===== config.mk =====
export PLATFORM = sky130hd
export DESIGN_NAME = csw_front
export DESIGN_NICKNAME = d
export VERILOG_FILES = /design/src/design/csw_pkg.sv /design/src/design/csw_front.sv
export SDC_FILE = /design/constraint.sdc
export NUM_CORES = 2
export LEC_CHECK = 0
export BUFFER_PORTS_ARGS = -buffer_cell sky130_fd_sc_hd__buf_2
export CORE_UTILIZATION = 45
export DETAILED_ROUTE_END_ITERATION = 16
export GPL_TIMING_DRIVEN = 1
export HOLD_SLACK_MARGIN = 0.06
export PLACE_DENSITY = 0.67
export SLEW_MARGIN = 20
export SYNTH_ARGS = -nofsm -noshare
export SYNTH_HDL_FRONTEND = slang
export SYNTH_SLANG_ARGS = --single-unit

===== constraint.sdc =====
create_clock -name clk -period 12.7 [get_ports clk]
set_input_delay 1.27 -clock clk [delete_from_list [all_inputs] [get_ports clk]]
set_output_delay 1.27 -clock clk [all_outputs]
set_load 0.02 [all_outputs]

===== src/design/csw_pkg.sv =====
package csw_pkg;

    localparam int NUM_SATS    = 64;
    localparam int WINDOW_MAX  = 256;
    localparam int SAT_W       = 6;
    localparam int SLOT_W      = $clog2(WINDOW_MAX);
    localparam int CNT_W       = 9;
    localparam int CODE_W      = 36;
    localparam int PHASE_W     = 48;
    localparam int TERM_W      = 43;
    localparam int VAL_W       = 48;
    localparam int SUM_W       = 56;
    localparam int DIV_W       = SUM_W + 1;
    localparam int DIVCNT_W    = $clog2(DIV_W + 1);
    localparam int SM_W        = DIV_W + 1;
    localparam int PROD_W      = 64;
    localparam int WIN_W       = 9;
    localparam int THR_W       = 20;
    localparam int WL_W        = 32;
    localparam int CFG_IDX_W   = 2;
    localparam int QUEUE_DEPTH = 2;

    localparam logic [CODE_W-1:0] CODE_MAX   = {CODE_W{1'b1}};
    localparam logic [WIN_W-1:0]  WIN_LIMIT  = WIN_W'(WINDOW_MAX);
    localparam logic [THR_W-1:0]  THR_RESET  = THR_W'(5120);
    localparam logic [WL_W-1:0]   WL_RESET   = WL_W'(817289327);

    typedef enum logic [CFG_IDX_W-1:0] {
        REG_WINDOW     = 2'd0,
        REG_THRESHOLD  = 2'd1,
        REG_WAVELENGTH = 2'd2
    } cfg_reg_t;

    typedef struct packed {
        logic [SAT_W-1:0]          sat_index;
        logic [CODE_W-1:0]         code_range;
        logic signed [PHASE_W-1:0] carrier_phase;
        logic                      arc_start;
    } in_beat_t;

    typedef struct packed {
        logic [SAT_W-1:0]  sat_echo;
        logic [CODE_W-1:0] smoothed_range;
        logic              fell_back;
        logic [CNT_W-1:0]  epochs_used;
    } out_beat_t;

    typedef enum logic [1:0] {
        JOB_PASS,
        JOB_MISS,
        JOB_SMOOTH
    } job_kind_t;

    typedef struct packed {
        logic [SAT_W-1:0]         sat;
        logic [CODE_W-1:0]        code;
        logic signed [TERM_W-1:0] term;
        job_kind_t                kind;
        logic                     arc;
    } job_t;

    typedef struct packed {
        logic signed [SUM_W-1:0] sum;
        logic [CNT_W-1:0]        count;
        logic [SLOT_W-1:0]       slot;
    } sat_state_t;

    typedef enum logic [1:0] {
        F_IDLE,
        F_MUL,
        F_SUM,
        F_PUSH
    } front_state_t;

    typedef enum logic [3:0] {
        B_IDLE,
        B_LOAD,
        B_OLD,
        B_UPD,
        B_PREP,
        B_DIV,
        B_SUM,
        B_CHK,
        B_OUT
    } back_state_t;

endpackage


===== src/design/csw_front.sv =====
module csw_front
    import csw_pkg::*;
(
    input  logic              clk,
    input  logic              rst_n,
    input  logic              in_valid,
    output logic              in_ready,
    input  in_beat_t          in_beat,
    input  logic [WIN_W-1:0]  win_n,
    input  logic [WL_W-1:0]   wavelength,
    output logic              push,
    output job_t              push_job,
    input  logic              full
);

    front_state_t         state_reg, state_next;
    in_beat_t             beat_reg, beat_next;
    logic [PROD_W-1:0]    p_hi_reg, p_hi_next;
    logic [PROD_W-1:0]    p_lo_reg, p_lo_next;
    logic [PROD_W-1:0]    c_reg, c_next;
    logic                 neg_reg, neg_next;

    logic [PHASE_W-1:0]   mag;
    logic [PROD_W-1:0]    rounded;
    logic [TERM_W-2:0]    t_mag;
    logic [TERM_W-1:0]    t_pos;

    always_ff @(posedge clk or negedge rst_n)
    begin
        if (!rst_n)
        begin
            state_reg <= F_IDLE;
        end
        else
        begin
            state_reg <= state_next;
        end
    end

    always_ff @(posedge clk)
    begin
        beat_reg <= beat_next;
        p_hi_reg <= p_hi_next;
        p_lo_reg <= p_lo_next;
        c_reg    <= c_next;
        neg_reg  <= neg_next;
    end

    // phase magnitude; the most negative phase still fits unsigned
    assign mag = beat_reg.carrier_phase[PHASE_W-1] ?
                 (~beat_reg.carrier_phase + PHASE_W'(1)) : beat_reg.carrier_phase;

    assign rounded = c_reg + PROD_W'(64'd1 << 21);
    assign t_mag   = rounded[TERM_W+20:22];
    assign t_pos   = {1'b0, t_mag};

    always_comb
    begin
        state_next = state_reg;
        beat_next  = beat_reg;
        p_hi_next  = p_hi_reg;
        p_lo_next  = p_lo_reg;
        c_next     = c_reg;
        neg_next   = neg_reg;
        in_ready   = 1'b0;
        push       = 1'b0;

        push_job.sat  = beat_reg.sat_index;
        push_job.code = beat_reg.code_range;
        push_job.term = neg_reg ? (TERM_W'(0) - t_pos) : t_pos;
        push_job.arc  = beat_reg.arc_start;
        if (win_n == '0)
        begin
            push_job.kind = JOB_PASS;
        end
        else if (beat_reg.carrier_phase == '0)
        begin
            push_job.kind = JOB_MISS;
        end
        else
        begin
            push_job.kind = JOB_SMOOTH;
        end

        unique case (state_reg)
            F_IDLE:
            begin
                in_ready = 1'b1;
                if (in_valid)
                begin
                    beat_next  = in_beat;
                    state_next = F_MUL;
                end
            end
            F_MUL:
            begin
                neg_next   = beat_reg.carrier_phase[PHASE_W-1];
                p_hi_next  = PROD_W'(mag) * PROD_W'(wavelength[WL_W-1:16]);
                p_lo_next  = PROD_W'(mag) * PROD_W'(wavelength[15:0]);
                state_next = F_SUM;
            end
            F_SUM:
            begin
                c_next     = p_hi_reg + (p_lo_reg >> 16);
                state_next = F_PUSH;
            end
            F_PUSH:
            begin
                if (!full)
                begin
                    push       = 1'b1;
                    state_next = F_IDLE;
                end
            end
            default:
            begin
                state_next = F_IDLE;
            end
        endcase
    end

endmodule


Word-level counts from Yosys, hierarchy flattened
Index checks and enable logic that the tools add are counted.
{"block": "totals", "regBits": 286, "output_inout_bits": 90, "elab_cells": 36, "in_bits": 136}
{"block": "op_classes", "add_sub_neg": 4, "n_mux": 10, "n_reduce_logical": 5, "mul": 2, "n_eq_ne": 5, "bitwise_logic": 1}
{"cell": "multiplier 48 x 16 -> 64 bit", "n": 2}
{"cell": "adder 64 x 22 -> 64 bit, second input constant", "n": 1}
{"cell": "adder 64 x 48 -> 64 bit", "n": 1}
{"cell": "adder 48 x 2 -> 48 bit, second input constant", "n": 1}
{"cell": "logical NOT 48 bit", "n": 1}
{"cell": "two-way mux 48 bit", "n": 1}
{"cell": "inverter 48 bit", "n": 1}
{"cell": "two-way mux 43 bit", "n": 1}
{"cell": "subtractor 1 x 42 -> 43 bit, first input constant", "n": 1}
{"cell": "logical NOT 9 bit", "n": 1}
{"cell": "two-way mux 2 bit", "n": 4}
{"cell": "case mux 2 bit (4 select lines)", "n": 1}
{"cell": "== test 2 bit, second input constant", "n": 2}
{"cell": "inequality test 2 bit, second input constant", "n": 2}
{"cell": "AND reduction 2 bit", "n": 2}
{"cell": "two-way mux 1 bit", "n": 3}
{"cell": "== test 2 x 1 -> 1 bit, second input constant", "n": 1}
{"cell": "logical NOT 2 bit", "n": 1}

Depth between registers and ports, before layout
{"block": "depth", "word_depth": 4, "ltp_mapped": 34, "depth_no_buf": 30}

Worst setup path after synthesis
OpenSTA, ideal clock, no wires.
{"block": "synth_path", "path_kind": "register to register", "from": "reg beat_reg[12] (netlist bit)", "to": "reg p_lo_reg[61], data pin", "setup_slack_ns": 3.505, "required_time_ns": 12.442, "synth_period_minus_slack_ns": 9.195, "path_buffers": 4, "stages_incl_launch_ff": 33, "arrival_time_ns": 8.938, "setup_ns": 0.258, "path_cell_list": "edfxtp_1 or4_4 nor4_4 nor4b_4 nand3_1 or4_4 or4_1 buf_2 o31ai_2 xnor2_1 clkbuf_1 nand2_1 fa_1 fa_1 fa_1 inv_1 fa_1 fa_1 inv_1 fa_1 inv_1 ha_1 clkbuf_1 and3_1 clkbuf_1 nand4_1 or4_1 a211oi_1 a2111oi_0 nor3_1 or3_1 a21oi_1 xnor2_1"}
{"block": "synth_via", "elab_chain_len": 4}
{"item": "start: declaration", "line": "csw_front.sv:17", "source": "in_beat_t beat_reg, beat_next;"}
{"item": "start signal: assignment", "line": "csw_front.sv:42", "source": "beat_reg <= beat_next;"}
{"item": "inverter 48 bit", "line": "csw_front.sv:51", "source": "(~beat_reg.carrier_phase + PHASE_W'(1)) : beat_reg.carrier_phase;"}
{"item": "adder 48 x 2 -> 48 bit", "line": "csw_front.sv:51"}
{"item": "two-way mux 48 bit (*)", "line": "csw_front.sv:50", "source": "assign mag = beat_reg.carrier_phase[PHASE_W-1] ?"}
{"item": "multiplier 48 x 16 -> 64 bit (*)", "line": "csw_front.sv:99", "source": "p_lo_next = PROD_W'(mag) * PROD_W'(wavelength[15:0]);"}
{"item": "end signal: assignment", "line": "csw_front.sv:44", "source": "p_lo_reg <= p_lo_next;"}
{"item": "end: declaration", "line": "csw_front.sv:19", "source": "logic [PROD_W-1:0] p_lo_reg, p_lo_next;"}
Every way passes the cells marked *; elsewhere a longest branch is shown, timed or not.
A chain may end at the register's enable or synchronous reset.

Worst setup path after layout
{"block": "layout_path", "from": "reg beat_reg[11] (netlist bit)", "to": "reg p_lo_reg[61], data pin"}
Same word-level chain as after synthesis.

==> results.sh <==
export IMPL_cts_hold_buf=0
export IMPL_synth_fp_nets=8458
export IMPL_synthDistinctLibCells=73
export IMPL_synth_edf_count=247
export IMPL_nNetsFinal=8365
export IMPL_via_count=46000
export IMPL_cp_arrival_ns=10.80
export IMPL_clk_pin_slew_ns=0.06
export IMPL_slowest_delay_ns=0.74
export IMPL_drive_above_1_share_pct=6.40
export IMPL_finalSetupTns_ns=0
export IMPL_synth_top_area_share_pct=42.0
export IMPL_avgSynthCellArea_sq_um=9.10
export IMPL_largest_register_ff_count=64
export IMPL_antenna_found_initial=16
export IMPL_slew_viol_final=0
export IMPL_setup_violations=0
export IMPL_grt_pass1_vias=49000
export IMPL_drc_errors=0
export IMPL_cp_common_cell="fa_1"
export IMPL_grt_pass1_wl_mm=273
export IMPL_vias_per_cell=5.46
export IMPL_grt_max_degree=77
export IMPL_dpl_hpwl_mm=132
export IMPL_io_buffers=225
export IMPL_syn_inst=6716
export IMPL_synth_most_common_cell="inv_1"
export IMPL_clk_latency_ns=0.67
export IMPL_rows=134
export IMPL_cp_slowest_cell="a2111oi_0"
export IMPL_die_w_um=371
export IMPL_dieHeight_um=371
export IMPL_cts_tree="done"
export IMPL_ioPinCount=226
export IMPL_ys_seq_elements=249
export IMPL_coreArea_sq_um=134000
export IMPL_ant_nets=0
export IMPL_fill_cells=12600
export IMPL_synth_area_leaders="fa_1 42%, edfxtp_1 12%, inv_1 8.2%"
export IMPL_post_cts_buffers=0
export IMPL_synthToLayoutAreaGrowth_pct=5.62
export IMPL_start_util_pct=45.6
export IMPL_cp_required_ns=13.10
export IMPL_skew_ns=0.0725
export IMPL_reg2reg_slack_ns=2.30
export IMPL_root_buffer="clkbuf_16"
export IMPL_max_cap_violations=0
export IMPL_slew_headroom_pct=23.7
export IMPL_synthFlopType="edfxtp_1"
export IMPL_gp_congestion=0.945
export IMPL_yosysSeqAreaShare_pct=12.2
export IMPL_cts_resized=0
export IMPL_period_share_pct=81.9
export IMPL_period_minus_slack_ns=10.40
export IMPL_wirelength_mm=171
export IMPL_yosysWarnings=0
export IMPL_worstPathMaxFanout=20
export IMPL_overflow=0
export IMPL_async_reset_ff_share_pct=0.803
export IMPL_max_slew_worst_pin_slew_ns=1.15
export IMPL_status="complete, no violations"
export IMPL_drt_iter0_drc=3769
export IMPL_dr_pass1_iters=5
export IMPL_path_class="register to register"
export IMPL_min_path_type="primary input to async pin"
export IMPL_startpoint_type="register"
export IMPL_cts_max_level=1
export IMPL_yosys_top_cells_count="1334 x inv_1, 1283 x fa_1, 1095 x nand2_1"
export IMPL_fmax_ghz=0.0961
export IMPL_cp_end_kind="register"
export IMPL_synth_top_area_cell="fa_1"
export IMPL_clockBufferDepth=3
export IMPL_clock_sinks=249
export IMPL_wl_per_cell_um=20.3
export IMPL_track_usage_pct=25.4
export IMPL_dieArea_sq_um=137000
export IMPL_hold_viol_final=0
export IMPL_rsz0062_at_grt="false"
export IMPL_syn_cell_area_sq_um=61100
export IMPL_numCtsBuffers=28
-- layout make-up --
type	instances	area [sq um]	share of cell area [%]
multi-input cells	4701	47200	73.1
flip-flops and latches	249	7470	11.6
inverters	1334	5010	7.76
well taps	1768	2210	3.43
repair buffers	309	1760	2.73
clock buffers	31	712	1.10
clock inverters	21	171	0.266
diodes	6	15.0	0.0233
-- placed cells by master, fill, tap and decap left out, types with 23 or more instances in the layout --
cell type,Yosys,routed
a211oi_1,32,32
a21o_1,96,96
a21oi_1,188,188
a31oi_1,23,23
and2_1,620,619
and3_1,36,36
buf_2,3,224
buf_4,43,85
clkbuf_16,0,28
edfxtp_1,247,247
fa_1,1283,1283
ha_1,323,321
inv_1,1334,1334
nand2_1,1095,1095
nand3_1,77,77
nand4_1,67,67
nor2_1,121,120
nor3_1,48,48
o21ai_0,110,110
o21bai_1,31,31
o31ai_1,23,23
xnor2_1,180,136
xnor2_2,0,44
xor2_1,89,88
-- per-stage QoR --
stage | area, sq um | util, % | instances | worst slack [ns] | hold WS, ns
after CTS | 64500 | 48.1 | 8413 | 2.36 | 0.353
after global placement | 63700 | 47.5 | 8361 | 2.38 | 0.558
after detailed placement | 63700 | 47.5 | 8361 | 2.32 | 0.566
after global routing | 64500 | 48.1 | 8415 | 1.94 | 0.378
after floorplan | 61100 | - | 6716 | 3.50 | 0.498
final | 64600 | 48.1 | 8419 | 2.30 | 0.391
-- per-layer routing --
metal  up-vias  GRT usage, %  routed length [um]
met5         -             0                 128
met4        20          6.89                5320
met3       363          5.02               15900
met2      2092          40.3               76300
met1     23300          35.6               73400
li1      20200             -                   -
-- critical path: cells and delay by family, from the launching register on --
family          cells  cell delay (ns)
compound gates      5             1.76
xor+xnor            2             0.40
fa+ha+maj           7             3.39
buf+inv             5             0.73
flops               1             0.48
simple gates       10             3.41
-- cell families (layout without fill, tap and decap cells) --
group / Yosys count / in the layout / share of synthesized area (%)
flops: 249 / 249 / 12.2
simple gates: 2190 / 2190 / 17.4
fa+ha+maj: 1606 / 1606 / 48.6
other cells: 0 / 6 / 0
buf+inv: 1766 / 1695 / 11.1
compound gates: 631 / 631 / 6.70
mux: 5 / 5 / 0.0860
xor+xnor: 269 / 269 / 3.85
-- path summary, 6_finish.rpt --
path                            cells after the start    startpoint           end
max in group asynchronous                           1         rst_n  state_reg[1]
worst min-delay path                                1         rst_n  state_reg[0]
worst max register to register                     29  beat_reg[11]  p_lo_reg[61]
worst min register to register                      1  p_hi_reg[63]     c_reg[63]
worst max-delay path                               29  beat_reg[11]  p_lo_reg[61]
min in group clk                                    1  p_hi_reg[63]     c_reg[63]
Power is not shown: default switching activity piles up to over one toggle a cycle in this logic, so the estimate is an artifact.
