$ cat config.mk
export PLATFORM = sky130hd
export DESIGN_NAME = csw_fifo
export DESIGN_NICKNAME = d
export VERILOG_FILES = /design/src/design/csw_pkg.sv /design/src/design/csw_fifo.sv
export SDC_FILE = /design/constraint.sdc
export NUM_CORES = 1
export LEC_CHECK = 0
export BUFFER_PORTS_ARGS = -buffer_cell sky130_fd_sc_hd__buf_2
export CORE_MARGIN = 1.5
export CORE_UTILIZATION = 52
export DETAILED_ROUTE_END_ITERATION = 6
export GPL_TIMING_DRIVEN = 0
export PLACE_DENSITY = 0.79
export SYNTH_ARGS = -nofsm -noshare
export SYNTH_HDL_FRONTEND = slang
export SYNTH_SLANG_ARGS = --single-unit
$ cat constraint.sdc
create_clock -name clk -period 6.13 [get_ports clk]
set_input_delay 0 -clock clk [delete_from_list [all_inputs] [get_ports clk]]
set_output_delay 0 -clock clk [all_outputs]
set_load 0.1 [all_outputs]
$ cat src/design/csw_pkg.sv
package csw_pkg;

    localparam int NUM_SATS    = 64;
    localparam int WINDOW_MAX  = 256;
    localparam int SAT_W       = 6;
    localparam int SLOT_W      = $clog2(WINDOW_MAX);
    localparam int CNT_W       = 9;
    localparam int CODE_W      = 36;
    localparam int PHASE_W     = 48;
    localparam int TERM_W      = 43;
    localparam int VAL_W       = 48;
    localparam int SUM_W       = 56;
    localparam int DIV_W       = SUM_W + 1;
    localparam int DIVCNT_W    = $clog2(DIV_W + 1);
    localparam int SM_W        = DIV_W + 1;
    localparam int PROD_W      = 64;
    localparam int WIN_W       = 9;
    localparam int THR_W       = 20;
    localparam int WL_W        = 32;
    localparam int CFG_IDX_W   = 2;
    localparam int QUEUE_DEPTH = 2;

    localparam logic [CODE_W-1:0] CODE_MAX   = {CODE_W{1'b1}};
    localparam logic [WIN_W-1:0]  WIN_LIMIT  = WIN_W'(WINDOW_MAX);
    localparam logic [THR_W-1:0]  THR_RESET  = THR_W'(5120);
    localparam logic [WL_W-1:0]   WL_RESET   = WL_W'(817289327);

    typedef enum logic [CFG_IDX_W-1:0] {
        REG_WINDOW     = 2'd0,
        REG_THRESHOLD  = 2'd1,
        REG_WAVELENGTH = 2'd2
    } cfg_reg_t;

    typedef struct packed {
        logic [SAT_W-1:0]          sat_index;
        logic [CODE_W-1:0]         code_range;
        logic signed [PHASE_W-1:0] carrier_phase;
        logic                      arc_start;
    } in_beat_t;

    typedef struct packed {
        logic [SAT_W-1:0]  sat_echo;
        logic [CODE_W-1:0] smoothed_range;
        logic              fell_back;
        logic [CNT_W-1:0]  epochs_used;
    } out_beat_t;

    typedef enum logic [1:0] {
        JOB_PASS,
        JOB_MISS,
        JOB_SMOOTH
    } job_kind_t;

    typedef struct packed {
        logic [SAT_W-1:0]         sat;
        logic [CODE_W-1:0]        code;
        logic signed [TERM_W-1:0] term;
        job_kind_t                kind;
        logic                     arc;
    } job_t;

    typedef struct packed {
        logic signed [SUM_W-1:0] sum;
        logic [CNT_W-1:0]        count;
        logic [SLOT_W-1:0]       slot;
    } sat_state_t;

    typedef enum logic [1:0] {
        F_IDLE,
        F_MUL,
        F_SUM,
        F_PUSH
    } front_state_t;

    typedef enum logic [3:0] {
        B_IDLE,
        B_LOAD,
        B_OLD,
        B_UPD,
        B_PREP,
        B_DIV,
        B_SUM,
        B_CHK,
        B_OUT
    } back_state_t;

endpackage

$ cat src/design/csw_fifo.sv
module csw_fifo
    import csw_pkg::*;
(
    input  logic clk,
    input  logic rst_n,
    input  logic push,
    input  job_t push_job,
    output logic full,
    input  logic pop,
    output job_t head,
    output logic empty
);

    localparam int PTR_W = (QUEUE_DEPTH > 1) ? $clog2(QUEUE_DEPTH) : 1;
    localparam int FILL_W = $clog2(QUEUE_DEPTH + 1);

    job_t               entry_reg [QUEUE_DEPTH];
    logic [PTR_W-1:0]   wr_reg, rd_reg;
    logic [FILL_W-1:0]  fill_reg;

    function automatic logic [PTR_W-1:0] bump(input logic [PTR_W-1:0] p);
        bump = (p == PTR_W'(QUEUE_DEPTH - 1)) ? '0 : p + PTR_W'(1);
    endfunction

    assign full  = (fill_reg == FILL_W'(QUEUE_DEPTH));
    assign empty = (fill_reg == '0);
    assign head  = entry_reg[rd_reg];

    always_ff @(posedge clk)
    begin
        if (push && !full)
        begin
            entry_reg[wr_reg] <= push_job;
        end
    end

    always_ff @(posedge clk or negedge rst_n)
    begin
        if (!rst_n)
        begin
            wr_reg   <= '0;
            rd_reg   <= '0;
            fill_reg <= '0;
        end
        else
        begin
            if (push && !full)
            begin
                wr_reg <= bump(wr_reg);
            end
            if (pop && !empty)
            begin
                rd_reg <= bump(rd_reg);
            end
            if ((push && !full) && !(pop && !empty))
            begin
                fill_reg <= fill_reg + FILL_W'(1);
            end
            else if (!(push && !full) && (pop && !empty))
            begin
                fill_reg <= fill_reg - FILL_W'(1);
            end
        end
    end

endmodule

# [Word level (Yosys, flattened, before mapping)]
# Memory sizes are Yosys's and may differ from the RTL's.
# Cells that the tools add are included.
# Widths: inputs -> output; s select.
[totals] register_bits=4 latch_bits=0 mem_bits_rw=176 mem_bits_ro=0 output_inout_bits=90 elab_cells=25 memories=1
[op_classes] addsub=4 mul=0 n_div=0 n_lt_le_gt_ge=0 n_eq_ne=1 shifts=0 n_mux=6 bitwise_logic=0 reduce_logical=10
[mem_list] name="entry_reg" depth=2 word_bits=88 read_ports=1 rd_clocked_by_memory_dff=0 write_ports=1 line_no="csw_fifo.sv:17" text="job_t entry_reg [QUEUE_DEPTH];"
[ops] operator="$logic_and 1x1->1" n=4
[ops] operator="$logic_not 1->1" n=4
[ops] operator="$mux 1" n=4
[ops] operator="$mux 2" n=2
[ops] operator="$add 1x1->1 const B" n=2
[ops] operator="$add 2x1->2 const B" n=1
[ops] operator="$eq 2x2->1 const B" n=1
[ops] operator="$logic_not 2->1" n=1
[ops] operator="$reduce_bool 2->1" n=1
[ops] operator="$sub 2x1->2 const B" n=1

# [Longest topological paths before layout]
# Gate-level depths: netlist of the first run.
[depth] depth_word=7 depth_mapped=7 mapped_depth_nobuf=7

# [Worst setup path after synthesis of the first run]
# OpenSTA, ideal clock, no wires.
[synth_path] path_kind="flip-flop to flip-flop" start="register fill_reg[0]" end="memory entry_reg[0][0] in the netlist's numbering (enable)" arrival_ns=4.311 setup_slack_ns=1.284 stages_incl_launch_ff=4 path_buffers=0 synth_period_minus_slack_ns=4.846 path_cell_list="dfrtp_1 > nand2b_1 > nand2_1 > nor2_1"
[synth_between] elab_chain_cells=5
[synth_lines] element="start, declared" line_no="csw_fifo.sv:19" text="logic [FILL_W-1:0] fill_reg;"
[synth_lines] element="start signal, assigned" line_no="csw_fifo.sv:57" text="fill_reg <= fill_reg + FILL_W'(1);"
[synth_lines] element="start signal, assigned" line_no="csw_fifo.sv:61" text="fill_reg <= fill_reg - FILL_W'(1);"
[synth_lines] element="$eq 2x2->1" line_no="csw_fifo.sv:25" text="assign full = (fill_reg == FILL_W'(QUEUE_DEPTH));"
[synth_lines] element="$logic_not 1->1" line_no="csw_fifo.sv:31" text="if (push && !full)"
[synth_lines] element="$logic_and 1x1->1" line_no="csw_fifo.sv:31"
[synth_lines] element="$mux 1" line_no="csw_fifo.sv:31"
[synth_lines] element="$mux 1 (implied by the code)" line_no="csw_fifo.sv:33" text="entry_reg[wr_reg] <= push_job;"
[synth_lines] element="end, declared" line_no="csw_fifo.sv:17"
# No other way between the ends.

# [Worst setup path in the final report of the first run]
[layout_path] start="register fill_reg[0]" end="memory entry_reg[0][4] in the netlist's numbering (enable)"
# The elaborated chain is that of the path after synthesis.

==> results of run 1 <==
## final cells by class
class	count	area share, %
flip-flops and latches	180	58.0
repair buffers	277	20.7
multi-input cells	101	12.2
clock buffers	21	4.75
well taps	168	2.27
clock inverters	10	1.19
plain buffers	10	0.742
inverters	2	0.0809
diodes	2	0.0539
## metrics by stage
step | setup WS (ns) | setup TNS, ns | hold WS (ns) | std cells
3_3_place_gp | -0.534 | -46.61 | -0.190 | 642
4_1_cts | 4.17 | 0 | 0.278 | 769
5_1_grt | 4.02 | 0 | 0.289 | 770
6_report | 4.16 | 0 | 0.296 | 771
2_1_floorplan | 1.28 | 0 | -0.296 | 293
3_5_place_dp | 4.20 | 0 | -0.185 | 646
## worst paths after layout
kind | start | to | slack [ns] | cells past startpoint
max | fill_reg[0] | entry_reg[0][4] | 4.16 | 5
min | push_job[11] | entry_reg[0][11] | 0.30 | 2
max reg2reg | fill_reg[0] | entry_reg[0][4] | 4.16 | 5
min reg2reg | fill_reg[1] | fill_reg[1] | 0.53 | 1
max in group asynchronous | rst_n | rd_reg | 5.48 | 3
min in group asynchronous | rst_n | fill_reg[1] | 0.47 | 3
## cell usage in the layout, fill, tap and decap left out, types with 3 or more instances in the layout
cell type | netlist | layout
edfxtp_1 | 176 | 176
dfrtp_1 | 4 | 4
xnor2_1 | 3 | 3
buf_2 | 7 | 188
dlygate4sd3_1 | 0 | 92
clkbuf_1 | 0 | 4
buf_6 | 3 | 3
mux2_4 | 10 | 10
clkbuf_16 | 0 | 17
mux2_2 | 78 | 78
## what timing repair did
item	in CTS	in global routing
setup buffers	0	0
hold endpoints to repair	182	0
gates resized for setup	0	0
hold buffers	92	0
## per-layer routing
metal  GRT usage (%)  part of all wire (%)  vias up
met1            22.3                    38     1848
met2            37.0                    52      188
met5               0                     0        -
met4            10.2                   2.0        0
met3            7.53                   7.8       25
li1                -                     -     1753
## cell families (layout without fill, tap and decap cells)
family	count (synthesis)	in the layout	synth area share (%)
xor gates and xnor gates	5	5	0.666
and+or+nand+nor	6	6	0.418
muxes	88	88	15.6
AOI/OAI and AO/OA	1	1	0.0760
adders and majority gates	1	1	0.190
DFF	180	180	81.9
buffers and inverters	12	320	1.16
other	0	2	0
## critical path, stage by stage, from the launching register on
cell	delay, ns
dfrtp_1	0.44
nand2b_1	0.19
nand2_1	0.16
nor2_4	0.43
buf_16	0.24
buf_12	0.20
==> flow_summary_export.csv, run 1 <==
group,metric,value,unit
global_routing,grt_usage,20.9,%
synthesis,yosysMostFrequentCell,"edfxtp_1",
timing,drv_slew,0,
detailed_routing,routed_wl,13600,um
timing,fmax,509,MHz
synthesis,syn_nets,386,
outcome,status,"complete, no violations",
synthesis,synth_cell_types,15,
synthesis,yosysSeqAreaShare,81.9,%
synthesis,synth_top_area_share,80.3,%
global_routing,overflow,0,
floorplan,dieWidth,115,um
clocking,cts_tree,"built",
critical_path,path_class,"reg2reg",
place,io_buffers,181,
critical_path,path_max_fanout,25,
floorplan,pin_count,182,
synthesis,syn_inst,293,
cells_and_area,fill_cells,658,
synthesis,synth_seq_cells,180,
timing,slew_headroom,60.7,%
floorplan,row_count,40,
flow_run,cap_violations,0,
clocking,clock-sinks,180,
cells_and_area,multi_input_area,1130,um^2
synthesis,synth_ff_type,"edfxtp_1",
cells_and_area,num-nets-final,682,
global_routing,grt_pass1_vias,4105,
timing,finalCriticalPeriod,1.97,ns
floorplan,fp.dieH,115,um
hold_path,hold_path.class,"in2reg",
critical_path,cp_data_required_time,6.25,ns
synthesis,syn_area,6580,um^2
detailed_routing,wl_per_cell,17.6,um
detailed_routing,num_vias,3814,
floorplan,design.core.area,12200,um^2
global_routing,grt_max_degree,51,
detailed_routing,drtPass1Iterations,5,
cells_and_area,area_growth,41.0,%
cells_and_area,final_area,9280,um^2
cells_and_area,ff_latch_area,5390,um^2
synthesis,synth_top_area_cell,"edfxtp_1",
clocking,cts_root_buffer,"clkbuf_16",
synthesis,ys_top_cells_by_count,"edfxtp_1 (176), mux2_2 (78), mux2_4 (10)",
timing,fin_crit_sh,32.1,%
timing,worst_pin_slew,0.589,ns
detailed_routing,drc,0,
clocking,cts.clk_slew.worst_paths,0.06,ns
place,finalWeightedCongestion,0.679,
clocking,cts_made_buffers,17,
place,place_area,7800,um^2
global_routing,antenna_found_initial,1,
synthesis,synth.area.top_cells,"edfxtp_1 (80%), mux2_2 (13%), mux2_4 (2.3%)",
timing,setup_viol,0,
synthesis,async_reset_ff_share,2.22,%
synthesis,synth.avg_cell_area,22.5,um^2
clocking,h-tree-depth,4,
synthesis,synth-edff-count,176,
synthesis,synth-warning-count,0,
timing,fin_skew,0.00735,ns
timing,final-hold-violation-count,0,
clocking,clockBufferDepth,2,
floorplan,fp.dieArea,13300,um^2
cells_and_area,drive_above_1_share,51.6,%
detailed_routing,drt-vias-per-instance,4.95,
clocking,insertion_delay,0.42,ns
critical_path,crit_path_end_kind,"flop",
cells_and_area,largest_reg_flops,176,
timing,rsz0062_at_grt,"no",
critical_path,arrival,2.09,ns
detailed_routing,antenna_left,0,
global_routing,grt_pass1_wl,20100,um
detailed_routing,drt_iter0_drc,266,
floorplan,initial_core_util,54.1,%
cells_and_area,final_util,76.3,%
critical_path,start_kind,"flop",
place,place_hpwl,7740,um
Power of run 1 is not shown: default switching activity piles up to over one toggle a cycle in this logic, so the estimate is an artifact.
==> inputs of run 2 (changes only) <==
ABC_AREA = 1   (was unset)
CORE_UTILIZATION = 47   (was 52)
PLACE_DENSITY = 0.76   (was 0.79)
clock period = 1.6 ns   (was 6.13 ns; I/O delays follow)
==> run 2 against run 1 <==
Net effect:
- the flow now finishes with violations (setup timing)
- wire length up 34%
- register-to-register slack got worse by 4.1 ns
- area after synthesis increased by 0.67%
- synthesized cell count up 68%
- design area up 17%
- global-route usage rose by 1.9 points
- count of clock-buffer cells in the layout decreased by 1
- clock skew up 0.0032 ns
- final cell count increased by 29%
- first-iteration DRC count increased by 23%
- non-clock buffer count rose by 26
==> flow_summary_export.csv, run 2 <==
group,metric,value,unit
outcome,status,"complete, but fails checks",
outcome,violations,"setup timing",
global_routing,grt_max_degree,46,
synthesis,synth_top_area_share,79.8,%
synthesis,syn_inst,491,
hold_path,hold_path.class,"in2reg",
detailed_routing,wl_per_cell,18.2,um
detailed_routing,drtPass1Iterations,4,
timing,final-hold-violation-count,0,
timing,worst_slack,-0.0359,ns
floorplan,dieWidth,122,um
clocking,insertion_delay,0.42,ns
clocking,clock-sinks,180,
timing,rsz0062_at_grt,"yes",
place,io_buffers,181,
cells_and_area,final_common_cell,"nand2_1",
critical_path,crit_path_end_kind,"primary output",
clocking,clockBufferDepth,2,
timing,drv_slew,0,
critical_path,cp_data_required_time,1.60,ns
floorplan,design.core.area,13800,um^2
timing,holdWs,0.295,ns
detailed_routing,wl_met1,6770,um
timing,finalCriticalPeriod,1.64,ns
floorplan,fp.dieH,122,um
detailed_routing,top_layer,"met4",
floorplan,fp.dieArea,14800,um^2
synthesis,synth_cell_types,15,
global_routing,grt_usage,22.9,%
critical_path,start_kind,"flop",
synthesis,ys_top_cells_by_count,"nand2_1 (273), edfxtp_1 (176), buf_2 (14)",
clocking,h-tree-depth,4,
synthesis,yosysMostFrequentCell,"nand2_1",
cells_and_area,final_area,10900,um^2
floorplan,row_count,43,
floorplan,initial_core_util,47.9,%
detailed_routing,routed_wl,18100,um
synthesis,async_reset_ff_share,2.22,%
clocking,cts.clk_slew.worst_paths,0.07,ns
cells_and_area,fill_cells,698,
detailed_routing,num_vias,4897,
global_routing,antenna_found_initial,1,
cells_and_area,area_growth,63.9,%
flow_run,cap_violations,0,
cells_and_area,largest_reg_flops,176,
floorplan,pin_count,182,
clocking,cts_tree,"built",
synthesis,yosysSeqAreaShare,81.3,%
synthesis,synth.area.top_cells,"edfxtp_1 (80%), nand2_1 (15%), dfrtp_1 (1.5%)",
detailed_routing,wl_met3,1040,um
global_routing,grt_pass1_vias,4879,
critical_path,path_class,"reg2out",
synthesis,synth.avg_cell_area,13.5,um^2
cells_and_area,num-nets-final,898,
place,finalWeightedCongestion,0.724,
synthesis,synth-warning-count,0,
timing,worst_pin_slew,0.483,ns
cells_and_area,final_cell_mix,"nand2_1 (254), edfxtp_1 (176), buf_2 (96)",
timing,setup_viol,13,
place,place_hpwl,9040,um
synthesis,syn_nets,584,
clocking,cts_root_buffer,"clkbuf_16",
timing,fin_crit_sh,102,%
timing,slew_headroom,68.0,%
critical_path,arrival,1.64,ns
cells_and_area,drive_above_1_share,33.3,%
synthesis,syn_area,6620,um^2
synthesis,synth_seq_cells,180,
synthesis,synth_top_area_cell,"edfxtp_1",
detailed_routing,drt-vias-per-instance,4.91,
detailed_routing,drc,0,
timing,fmax,611,MHz
detailed_routing,wl_met2,9850,um
detailed_routing,antenna_left,0,
synthesis,synth_ff_type,"edfxtp_1",
detailed_routing,drt_iter0_drc,326,
clocking,cts_made_buffers,17,
critical_path,path_max_fanout,10,
timing,fin_skew,0.0106,ns
global_routing,overflow,0,
place,pre_cts_ws,-0.302,ns
cells_and_area,final_util,78.5,%
place,place_area,7890,um^2
synthesis,synth-edff-count,176,
global_routing,grt_pass1_wl,24900,um
## run 2: cell count changes in the layout (fill, tap and decap cells not counted), sizes merged, moves of 3 or more
cell,delta
nand2,+272
inv,+4
clkinvlp,+3
clkbuf,+6
buf,+19
mux2,-88
## run 2: area by class of cell
cell class | instances | area (um^2) | share of cell area, %
Clock buffer | 20 | 437 | 4.02
Inverter | 8 | 46.3 | 0.426
Tap cell | 180 | 225 | 2.07
Multi-Input combinational cell | 284 | 1150 | 10.6
Timing Repair Buffer | 294 | 3300 | 30.4
Antenna cell | 1 | 2.50 | 0.0231
Sequential cell | 180 | 5390 | 49.6
Clock inverter | 11 | 136 | 1.26
Timing Repair inverter | 1 | 7.51 | 0.0692
Buffer | 19 | 159 | 1.46
## run 2: kinds of logic (layout without fill, tap and decap cells)
group                      count (synthesis)  after routing  synth area share, %
and+or+nand+nor                          280            280                 16.0
DFF                                      180            180                 81.3
buffers and inverters                     27            353                 2.23
AOI/OAI and AO/OA                          2              2                0.151
adders and majority gates                  1              1                0.189
xor gates and xnor gates                   1              1                0.132
other                                      0              1                    0
## run 2: what timing repair did
| action | CTS | global route |
|---|---|---|
| hold buffers | 91 | 1 |
| endpoints found under the setup margin | 253 | 194 |
| resized for setup | 301 | 62 |
| setup buffers | 4 | 9 |
| gates cloned | 1 | 4 |
| endpoints found under the hold margin | 181 | 1 |
| pin swaps | 1 | 3 |
## run 2: worst paths after layout
kind | startpoint | end | slack [ns] | cells after the start
setup / recovery | rd_reg | head[61] | -0.04 | 7
hold / removal | push_job[63] | entry_reg[0][63] | 0.29 | 2
setup reg to reg | fill_reg[1] | entry_reg[0][66] | 0.05 | 7
hold reg to reg | wr_reg | wr_reg | 0.54 | 2
max in group asynchronous | rst_n | fill_reg[0] | 0.87 | 3
min in group asynchronous | rst_n | wr_reg | 0.53 | 3
## run 2: routing by layer
metal	up-vias	global-route usage (%)
met5	-	0
met4	0	10.2
met3	36	5.81
met2	226	40.7
met1	2349	26.0
li1	2286	-
## run 2: through the flow
stage               instances  setup TNS [ns]
finish                    998          -0.156
global placement          852         -260.55
global route              998           -3.78
floorplan                 491         -175.21
CTS                       983          -0.802
detailed placement        857          -31.76
## run 2: worst max-delay path, stage by stage, from the launching register on
cell and delay [ns]:
dfrtp_1 0.34, buf_6 0.17, clkinv_8 0.09, buf_8 0.14, buf_8 0.13, nand2_1 0.08
nand2_2 0.09, buf_12 0.17
Power of run 2 is left out for the same reason.
==> inputs of run 3 (changes only) <==
RECOVER_POWER = 100   (was unset)
==> run 3 against run 2 <==
Net effect:
- the flow still finishes with violations (setup timing)
- sequential cell count did not move
- worst setup slack barely moved
- register-to-register slack lost 0.04 ns
- count of clock-buffer cells in the layout did not move
- critical path depth unchanged
- largest cell class unchanged
- highest routed layer unchanged
==> flow_summary_export.csv, run 3 (same netlist as run 2, synthesis figures left out) <==
group,metric,value,unit
floorplan,fp.dieH,122,um
detailed_routing,routed_wl,18100,um
global_routing,grt_pass1_wl,24900,um
timing,finalCriticalPeriod,1.64,ns
floorplan,pin_count,182,
cells_and_area,final_cell_mix,"nand2_1 (254), edfxtp_1 (176), dlygate4sd3_1 (92)",
timing,final-hold-violation-count,0,
cells_and_area,drive_above_1_share,25.5,%
timing,worst_slack,-0.0354,ns
clocking,cts_tree,"built",
critical_path,crit_path_end_kind,"primary output",
clocking,h-tree-depth,4,
detailed_routing,drt-vias-per-instance,4.90,
critical_path,path_common_cell,"buf_8",
critical_path,r2r-end,"entry_reg[1][79]",
clocking,cts.clk_slew.worst_paths,0.07,ns
global_routing,antenna_found_initial,1,
detailed_routing,antenna_left,0,
timing,fin_crit_sh,102,%
hold_path,hold_path.class,"in2reg",
cells_and_area,fill_cells,748,
detailed_routing,drc,0,
critical_path,start_kind,"flop",
global_routing,grt_pass1_vias,4879,
global_routing,overflow,0,
critical_path,slowest_delay,0.34,ns
critical_path,crit_slowest_cell,"dfrtp_1",
floorplan,dieWidth,122,um
global_routing,grt_max_degree,46,
detailed_routing,wl_per_cell,18.2,um
cells_and_area,final_common_cell,"nand2_1",
critical_path,path_class,"reg2out",
critical_path,crit-reg2reg-launch,"fill_reg[0]",
floorplan,design.core.area,13800,um^2
detailed_routing,num_vias,4895,
flow_run,cap_violations,0,
timing,drv_slew,0,
clocking,cts_made_buffers,17,
outcome,violations,"setup timing",
clocking,clock-sinks,180,
cells_and_area,area_growth,62.7,%
timing,rsz0062_at_grt,"yes",
hold_path,holdPathEnd,"entry_reg[1][62]",
hold_path,holdCritStartpoint,"push_job[62]",
place,io_buffers,181,
timing,fmax,611,MHz
place,place_hpwl,9040,um
timing,worst_pin_slew,0.483,ns
critical_path,arrival,1.64,ns
outcome,status,"complete, but fails checks",
place,place_inst,857,
global_routing,grt_usage,22.9,%
critical_path,worst_r2r_path_depth,4,
hold_path,hold_depth,2,
floorplan,row_count,43,
detailed_routing,drt_iter0_drc,351,
floorplan,fp.dieArea,14800,um^2
critical_path,path_max_fanout,10,
critical_path,worstPathCellList,"buf_6, clkinv_8, buf_8, buf_8, nand2_1, nand2_2, buf_12",
critical_path,cp_data_required_time,1.60,ns
clocking,cts_root_buffer,"clkbuf_16",
cells_and_area,fin_cells,998,
timing,slew_headroom,68.0,%
timing,fin_skew,0.00984,ns
cells_and_area,num-nets-final,898,
clocking,insertion_delay,0.42,ns
floorplan,initial_core_util,47.9,%
clocking,clockBufferDepth,2,
place,finalWeightedCongestion,0.724,
timing,setup_viol,11,
cells_and_area,largest_reg_flops,176,
detailed_routing,drtPass1Iterations,5,
place,pre_cts_ws,-0.302,ns
critical_path,r2r_slack,0.01,ns
run 3: worst max-delay path: cells and delay by family (launching register included):
kind / cells / cell delay (ns)
buffers and inverters: 5 / 0.70
flip-flops: 1 / 0.34
AND/OR/NAND/NOR: 2 / 0.18
run 3: worst max path at each step:
stage	startpoint	to	slack (ns)	cells after the start
finish	rd_reg	head[62]	-0.04	7
global route	rd_reg	head[61]	-0.11	7
CTS	rd_reg	head[55]	-0.05	7
detailed placement	fill_reg[1]	entry_reg[1][46]	-0.30	5
global placement	fill_reg[1]	entry_reg[0][0]	-1.50	5
floorplan	fill_reg[1]	entry_reg[0][0]	-1.21	5
run 3: metal layers:
layer / vias to the layer above / track usage [%] / routed length [um]
met1: 2360 / 26.0 / 6680
li1: 2284 / - / -
met4: 0 / 10.2 / 501
met2: 213 / 40.7 / 9880
met3: 38 / 5.81 / 1080
met5: - / 0 / 0
run 3: layout make-up:
type | count | area (um^2) | area share [%]
antenna | 1 | 2.50 | 0.0232
timing repair buffer | 294 | 3220 | 29.9
buffer | 19 | 159 | 1.48
clock buffer | 20 | 437 | 4.05
clock inverter | 11 | 136 | 1.27
tap | 180 | 225 | 2.09
inverter | 8 | 46.3 | 0.430
sequential | 180 | 5390 | 50.0
timing repair inverter | 1 | 7.51 | 0.0697
multi-input combinational | 284 | 1150 | 10.7
run 3: repair_timing:
| item | 4_1_cts | 5_1_grt |
|---|---|---|
| hold buffers | 91 | 1 |
| cloned | 1 | 4 |
| gates resized for setup | 301 | 62 |
| endpoints found under the hold margin | 181 | 1 |
| pin swaps | 1 | 3 |
| endpoints found under the setup margin | 253 | 194 |
| setup buffers | 4 | 9 |
run 3: through the flow:
step,instance area (um^2),utilization (%),setup TNS (ns),hold slack [ns]
after detailed placement,7890,57.0,-31.76,-0.190
final,10800,77.9,-0.134,0.303
after global placement,7780,56.3,-260.55,-0.194
after CTS,10400,75.5,-0.802,0.00767
after global routing,10800,77.9,-4.96,0.291
after floorplan,6650,-,-175.21,-0.296
Power of run 3 is left out for the same reason.
